<file path="config.mk">
export PLATFORM = sky130hd
export DESIGN_NAME = gcfv_queue
export DESIGN_NICKNAME = d
export VERILOG_FILES = /design/src/hw/rtl/grid_cut_fill_volume_unit_defines.svh /design/src/hw/rtl/gcfv_pkg.sv /design/src/hw/rtl/gcfv_queue.sv
export SDC_FILE = /design/constraint.sdc
export NUM_CORES = 1
export LEC_CHECK = 0
export ABC_AREA = 0
export BUFFER_PORTS_ARGS = -buffer_cell sky130_fd_sc_hd__buf_2
export CORE_ASPECT_RATIO = 1.75
export CORE_UTILIZATION = 45
export DETAILED_ROUTE_END_ITERATION = 16
export GPL_TIMING_DRIVEN = 1
export PLACE_DENSITY = 0.72
export SYNTH_ARGS = -nofsm -noshare
export SYNTH_HDL_FRONTEND = slang
export SYNTH_SLANG_ARGS = --single-unit
</file>
<file path="constraint.sdc">
create_clock -name clock -period 6.55 [get_ports clock]
set_clock_uncertainty 0.2 [all_clocks]
set_input_delay 0 -clock clock [delete_from_list [all_inputs] [get_ports clock]]
set_output_delay 0 -clock clock [all_outputs]
set_load 0.02 [all_outputs]
</file>
<file path="src/hw/rtl/grid_cut_fill_volume_unit_defines.svh">
// Assertion macros shared by the cut-and-fill volume RTL.
// No dependencies; the including file provides clock and reset.
`ifndef GRID_CUT_FILL_VOLUME_UNIT_DEFINES_SVH
`define GRID_CUT_FILL_VOLUME_UNIT_DEFINES_SVH
`ifndef SYNTHESIS
`define GCFV_ASSERT_IMP(label, ante, cons) \
   label: assert property (@(posedge clock) disable iff (reset) (ante) |-> (cons)) \
      else $error("gcfv assertion failed");
`define GCFV_ASSERT_NXT(label, ante, cons) \
   label: assert property (@(posedge clock) disable iff (reset) (ante) |=> (cons)) \
      else $error("gcfv assertion failed");
`else
`define GCFV_ASSERT_IMP(label, ante, cons)
`define GCFV_ASSERT_NXT(label, ante, cons)
`endif
`endif

</file>
<file path="src/hw/rtl/gcfv_pkg.sv">
// Types and constants of the cut-and-fill volume unit.
// No dependencies; used by the top level, queue, front, back and testbench.
package gcfv_pkg;
   localparam int MAX_WIDTH   = 4096;
   localparam int MAX_HEIGHT  = 4096;
   localparam int COL_W       = $clog2(MAX_WIDTH);
   localparam int ROW_W       = $clog2(MAX_HEIGHT);
   localparam int QUEUE_DEPTH = 2;
   localparam int ADDR_W      = 5;

   localparam logic [2:0] REG_GROUND_FROM_FIXED   = 3'd0;
   localparam logic [2:0] REG_GROUND_FIXED_HEIGHT = 3'd1;
   localparam logic [2:0] REG_CEIL_FROM_FIXED     = 3'd2;
   localparam logic [2:0] REG_CEIL_FIXED_HEIGHT   = 3'd3;
   localparam logic [2:0] REG_GRID_WIDTH          = 3'd4;
   localparam logic [2:0] REG_GRID_HEIGHT         = 3'd5;
   localparam logic [2:0] REG_CELL_AREA           = 3'd6;

   localparam logic [62:0] LIM63 = {63{1'b1}};
   localparam logic [47:0] LIM48 = {48{1'b1}};

   typedef struct packed {
      logic               ground_from_fixed;
      logic signed [31:0] ground_fixed_height;
      logic               ceil_from_fixed;
      logic signed [31:0] ceil_fixed_height;
      logic [12:0]        grid_width;
      logic [12:0]        grid_height;
      logic [31:0]        cell_area;
   } cfg_type;

   typedef struct packed {
      logic signed [32:0] hc;
      logic               valid;
      logic               vg;
      logic               vc;
      logic [16:0]        ratio;
      logic               last;
      logic [3:0]         nb;
      logic               nb_en;
   } cell_type;
endpackage

</file>
<file path="src/hw/rtl/gcfv_queue.sv">
// Short register queue of classified cells between front and back.
// Depends on gcfv_pkg.
module gcfv_queue (
   input  logic               clock,
   input  logic               reset,
   input  logic               push,
   input  gcfv_pkg::cell_type push_data,
   output logic               full,
   input  logic               pop,
   output logic               empty,
   output gcfv_pkg::cell_type pop_data
);
   import gcfv_pkg::*;
   localparam int PTR_W = $clog2(QUEUE_DEPTH);

   cell_type           slot_ff [QUEUE_DEPTH];
   logic [PTR_W-1:0]   wr_ff, wr_in, rd_ff, rd_in;
   logic [PTR_W:0]     cnt_ff, cnt_in;

   assign full     = cnt_ff == (PTR_W+1)'(QUEUE_DEPTH);
   assign empty    = cnt_ff == '0;
   assign pop_data = slot_ff[rd_ff];

   always_comb begin
      wr_in  = wr_ff;
      rd_in  = rd_ff;
      cnt_in = cnt_ff;
      if (push) begin
         wr_in = (wr_ff == PTR_W'(QUEUE_DEPTH-1)) ? '0 : wr_ff + 1'b1;
      end
      if (pop) begin
         rd_in = (rd_ff == PTR_W'(QUEUE_DEPTH-1)) ? '0 : rd_ff + 1'b1;
      end
      if (push && !pop) begin
         cnt_in = cnt_ff + 1'b1;
      end else if (pop && !push) begin
         cnt_in = cnt_ff - 1'b1;
      end
   end

   always_ff @(posedge clock) begin
      if (reset) begin
         wr_ff  <= '0;
         rd_ff  <= '0;
         cnt_ff <= '0;
      end else begin
         wr_ff  <= wr_in;
         rd_ff  <= rd_in;
         cnt_ff <= cnt_in;
      end
      if (push) begin
         slot_ff[wr_ff] <= push_data;
      end
   end
endmodule

</file>
---- After elaboration in Yosys (flattened, before gate mapping) ----
Memories as Yosys holds them, arrays and structs flattened. A register that Yosys moved wholly into a read port is not among the register bits.
Index checks and enable logic that the tools add are counted.
storage, ports and cells
  bits in registers ....................... 4
  memory bits (writable) .................. 118
  input port bits ......................... 63
  output and inout bits ................... 61
  logic and storage cells ................. 23
  memories kept ........................... 1
cells by class
  add/sub/neg operators ................... 4
  eq/ne operators ......................... 1
  multiplexer cells ....................... 8
  reduce and logical (&&, ||, !) cells .... 6
memory list
  memory   depth  width  read ports  clocked after Yosys merged registers in  wr ports  RTL line          source
  slot_ff  2      59     1           1                                        1         gcfv_queue.sv:16  cell_type slot_ff [QUEUE_DEPTH];
operators by type and width
  kind                   number
  $mux W1                6
  $mux W2                2
  $add A1 B1 Y1 const B  2
  $add A2 B1 Y2 const B  1
  $eq A2 B2 Y1 const B   1
  $logic_and A1 B1 Y1    2
  $logic_not A1 Y1       2
  $logic_not A2 Y1       1
  $reduce_bool A2 Y1     1
  $sub A2 B1 Y2 const B  1

---- Depth between registers and ports, before layout ----
  word-level depth ........................ 4
  gate-level depth with buffers ........... 5
  gate-level depth less buffers ........... 5

---- Least setup slack after synthesis ----
No wires, ideal clock.
  kind .................................... register to register
  start point ............................. reg wr_ff
  end point ............................... mem slot_ff[0][0] (netlist name), enable pin
  setup time .............................. 0.483 ns
  arrival ................................. 2.954 ns
  required time ........................... 5.867 ns
  setup slack ............................. 2.913 ns
  stages on the path, launching flop included .. 2
  buffers on the path ..................... 0
  clock period less this slack ............ 3.637 ns
  cells stage by stage .................... dfxtp_1 nor2b_1
RTL lines
  what                    RTL line          source
  start, declared         gcfv_queue.sv:17  logic [PTR_W-1:0] wr_ff, wr_in, rd_ff, rd_in;
  start signal, assigned  gcfv_queue.sv:47  wr_ff <= wr_in;
  end, declared           gcfv_queue.sv:16
No word-level cell before the write port.

==> results.cfg <==
[status]
status = finished, final reports clean

[die]
core_area_sq_um = 9790
die_w_um = 77.7
rows = 48
ios = 124
die_y_um = 134
start_util = 0.461
dieArea_sq_um = 10400

[worst_setup_path]
critPathLaunchType = flip-flop
arrival_ns = 2.33
critPathKind = reg -> out
rr_endpoint = slot_ff[1][28]
crit_path_end_kind = output pin
r2r_start = wr_ff
crit_end = pop_data[23]
rr_worst_depth = 2
crit_required_ns = 6.35
r2r_slack_ns = 4.53
cp_max_fo = 31

[yosys]
synth-edff-count = 118
synthXorXnorAreaFrac = 0.00777
yosysWarnings = 0
yosys.area.top_type = edfxtp_1
synthMuxAreaShare = 0.156
synth_simple_gate_area_share = 0.00971
synth_flop_cell = edfxtp_1
ys_top_cells_by_count = edfxtp_1 (118), mux2_2 (49), mux2_4 (10), dfxtp_1 (5), nor2_1 (5)
synth_area_per_cell_sq_um = 21.9
synth.top_cell.area_share = 0.786
synth_area_leaders = edfxtp_1 (79%), mux2_2 (12%), mux2_4 (3.3%), dfxtp_1 (2.2%), buf_6 (0.50%)
synthCells = 206
synth_fa_ha_area_frac = 0.00278
synth_nets = 270
synth.distinct_cells = 17
synth_seq_cells = 123
synth-async-reset-ratio = 0
netlist_area_sq_um = 4510
synth_compound_area_frac = 0.00222
yosysMostFrequentCell = edfxtp_1
yosysSeqAreaShare = 0.808
synth_top_family_by_area = multiplexers

[grt]
grt_max_degree = 45
grt_pass1_vias = 2766
grt_usage = 0.178
antenna_found_initial = 0
grt_first_pass_wirelength_um = 13200
gr-total-overflow = 0

[detailed_routing]
dr.pass1.iters = 4
drtIter0Drc = 116
wl_per_cell_um = 15.9
viasPerCell = 4.71
ant_nets = 0
drc = 0
vias = 2567
wl_um = 8660

[sta]
finalCriticalPeriod_ns = 2.53
slew_headroom = 0.513
period_share = 0.386
setup_viol = 0
fmax_ghz = 0.395
hold_violations = 0
setup_ws_ns = 4.02
rsz0062_at_grt = no
slew_viol_final = 0
fin_setup_tns_ns = 0
worst_pin_slew_ns = 0.730

[cells_and_area]
num_antenna_cells = 0
layout-drive-gt1-share = 0.505
fin_area_sq_um = 6450
area_growth_pct = 43.1
nets = 471

[clock_network]
clockRootBuffer = clkbuf_16
clkLatencyLatePin_ns = 0.40
cts_resized = 0
cts_buffer_depth = 2
cts_tree = yes
cts_buffers = 17
cts_sinks = 123
cts_setup_buffers = 0
ctsHoldBuffers = 63
clk_pin_slew_ns = 0.05
cts_max_level = 4

[placed_design]
io_buffer_count = 123
gp_congestion = 0.741
pre_cts_ws_ns = 4.42
placed_area_sq_um = 5260
hpwl_um = 5160

[pwr]
p_per_area_nw_per_um2 = 321
p_leak_nw = 2.51
peakVddDrop_mv = 0.259

[flow_run]
cap_violations = 0

[min_path]
worstHoldPathCells = 2
hp-class = in -> reg
==> cell type report <==
| type | count | area [sq um] |
|---|---|---|
| clock inverters | 12 | 129 |
| clock buffers | 20 | 437 |
| multi-input cells | 75 | 812 |
| inverters | 1 | 3.75 |
| flip-flops and latches | 123 | 3640 |
| repair buffers | 189 | 1270 |
| fillers | 669 | 3340 |
| well taps | 125 | 156 |
==> cells by family (layout without fill, tap and decap cells) <==
kind of cell / count (synthesis) / count (layout)
xor gates and xnor gates: 4 / 4
buffers and inverters: 8 / 222
and+or+nand+nor: 9 / 9
DFF: 123 / 123
AOI/OAI and AO/OA: 2 / 2
adders and majority gates: 1 / 1
muxes: 59 / 59
==> worst max-delay path, stage by stage (launching register included) <==
cell	delay, ns
dfxtp_2	0.80
buf_4	0.54
mux2_2	0.42
buf_2	0.16
==> sequential cells by signal, indices dropped and copies added, names as in the netlist, named ones only <==
| signal | count |
|---|---|
| slot_ff | 118 |
| wr_ff | 1 |
| rd_ff | 1 |
| cnt_ff | 2 |
==> metrics by stage <==
stage / instances / util / power, W / hold WS, ns
after floorplan: 206 / - / 0.00110 / -0.131
after global placement: 450 / 0.537 / 0.00117 / -0.0118
after detailed placement: 450 / 0.537 / 0.00117 / -0.00933
after CTS: 545 / 0.659 / 0.00209 / 0.0952
after global routing: 545 / 0.659 / 0.00214 / 0.104
final: 545 / 0.659 / 0.00207 / 0.116
==> layout by cell type, fill, tap and decap left out, drive strengths merged <==
cell type | synthesis | layout
buf | 7 | 126
edfxtp | 118 | 118
dlygate4sd3 | 0 | 63
mux2 | 59 | 59
clkbuf | 0 | 20
clkinv | 0 | 9
nor2 | 5 | 5
dfxtp | 5 | 5
bufinv | 0 | 3
xor2 | 2 | 2
xnor2 | 2 | 2
nor2b | 2 | 2
inv | 1 | 1
and2 | 1 | 1
o21ai | 1 | 1
or3 | 1 | 1
a21oi | 1 | 1
ha | 1 | 1
==> where the power goes <==
| part | total, W | switching (W) | internal [W] |
|---|---|---|---|
| clock | 0.000886 | 0.000299 | 0.000587 |
| combinational | 0.000249 | 0.000132 | 0.000117 |
| sequential | 0.000939 | 0.0000204 | 0.000919 |
==> how the worst min path moves through the flow <==
stage          slack, ns             end           from
2_1_floorplan      -0.13       cnt_ff[1]          reset
3_5_place_dp      -0.009  slot_ff[0][11]  push_data[11]
5_1_grt             0.10  slot_ff[0][50]  push_data[50]
4_1_cts              0.1  slot_ff[0][48]  push_data[48]
6_report            0.12  slot_ff[1][12]  push_data[12]
3_3_place_gp       -0.01  slot_ff[1][49]  push_data[49]
==> routing by layer <==
layer | vias to the layer above | wire (um) | track usage
met5 | - | 0 | 0
met4 | 0 | 199 | 0.101
met3 | 15 | 308 | 0.0578
met2 | 82 | 4980 | 0.327
met1 | 1258 | 3170 | 0.169
li1 | 1212 | - | -
No activity file was read; power rests on OpenSTA's default activity.
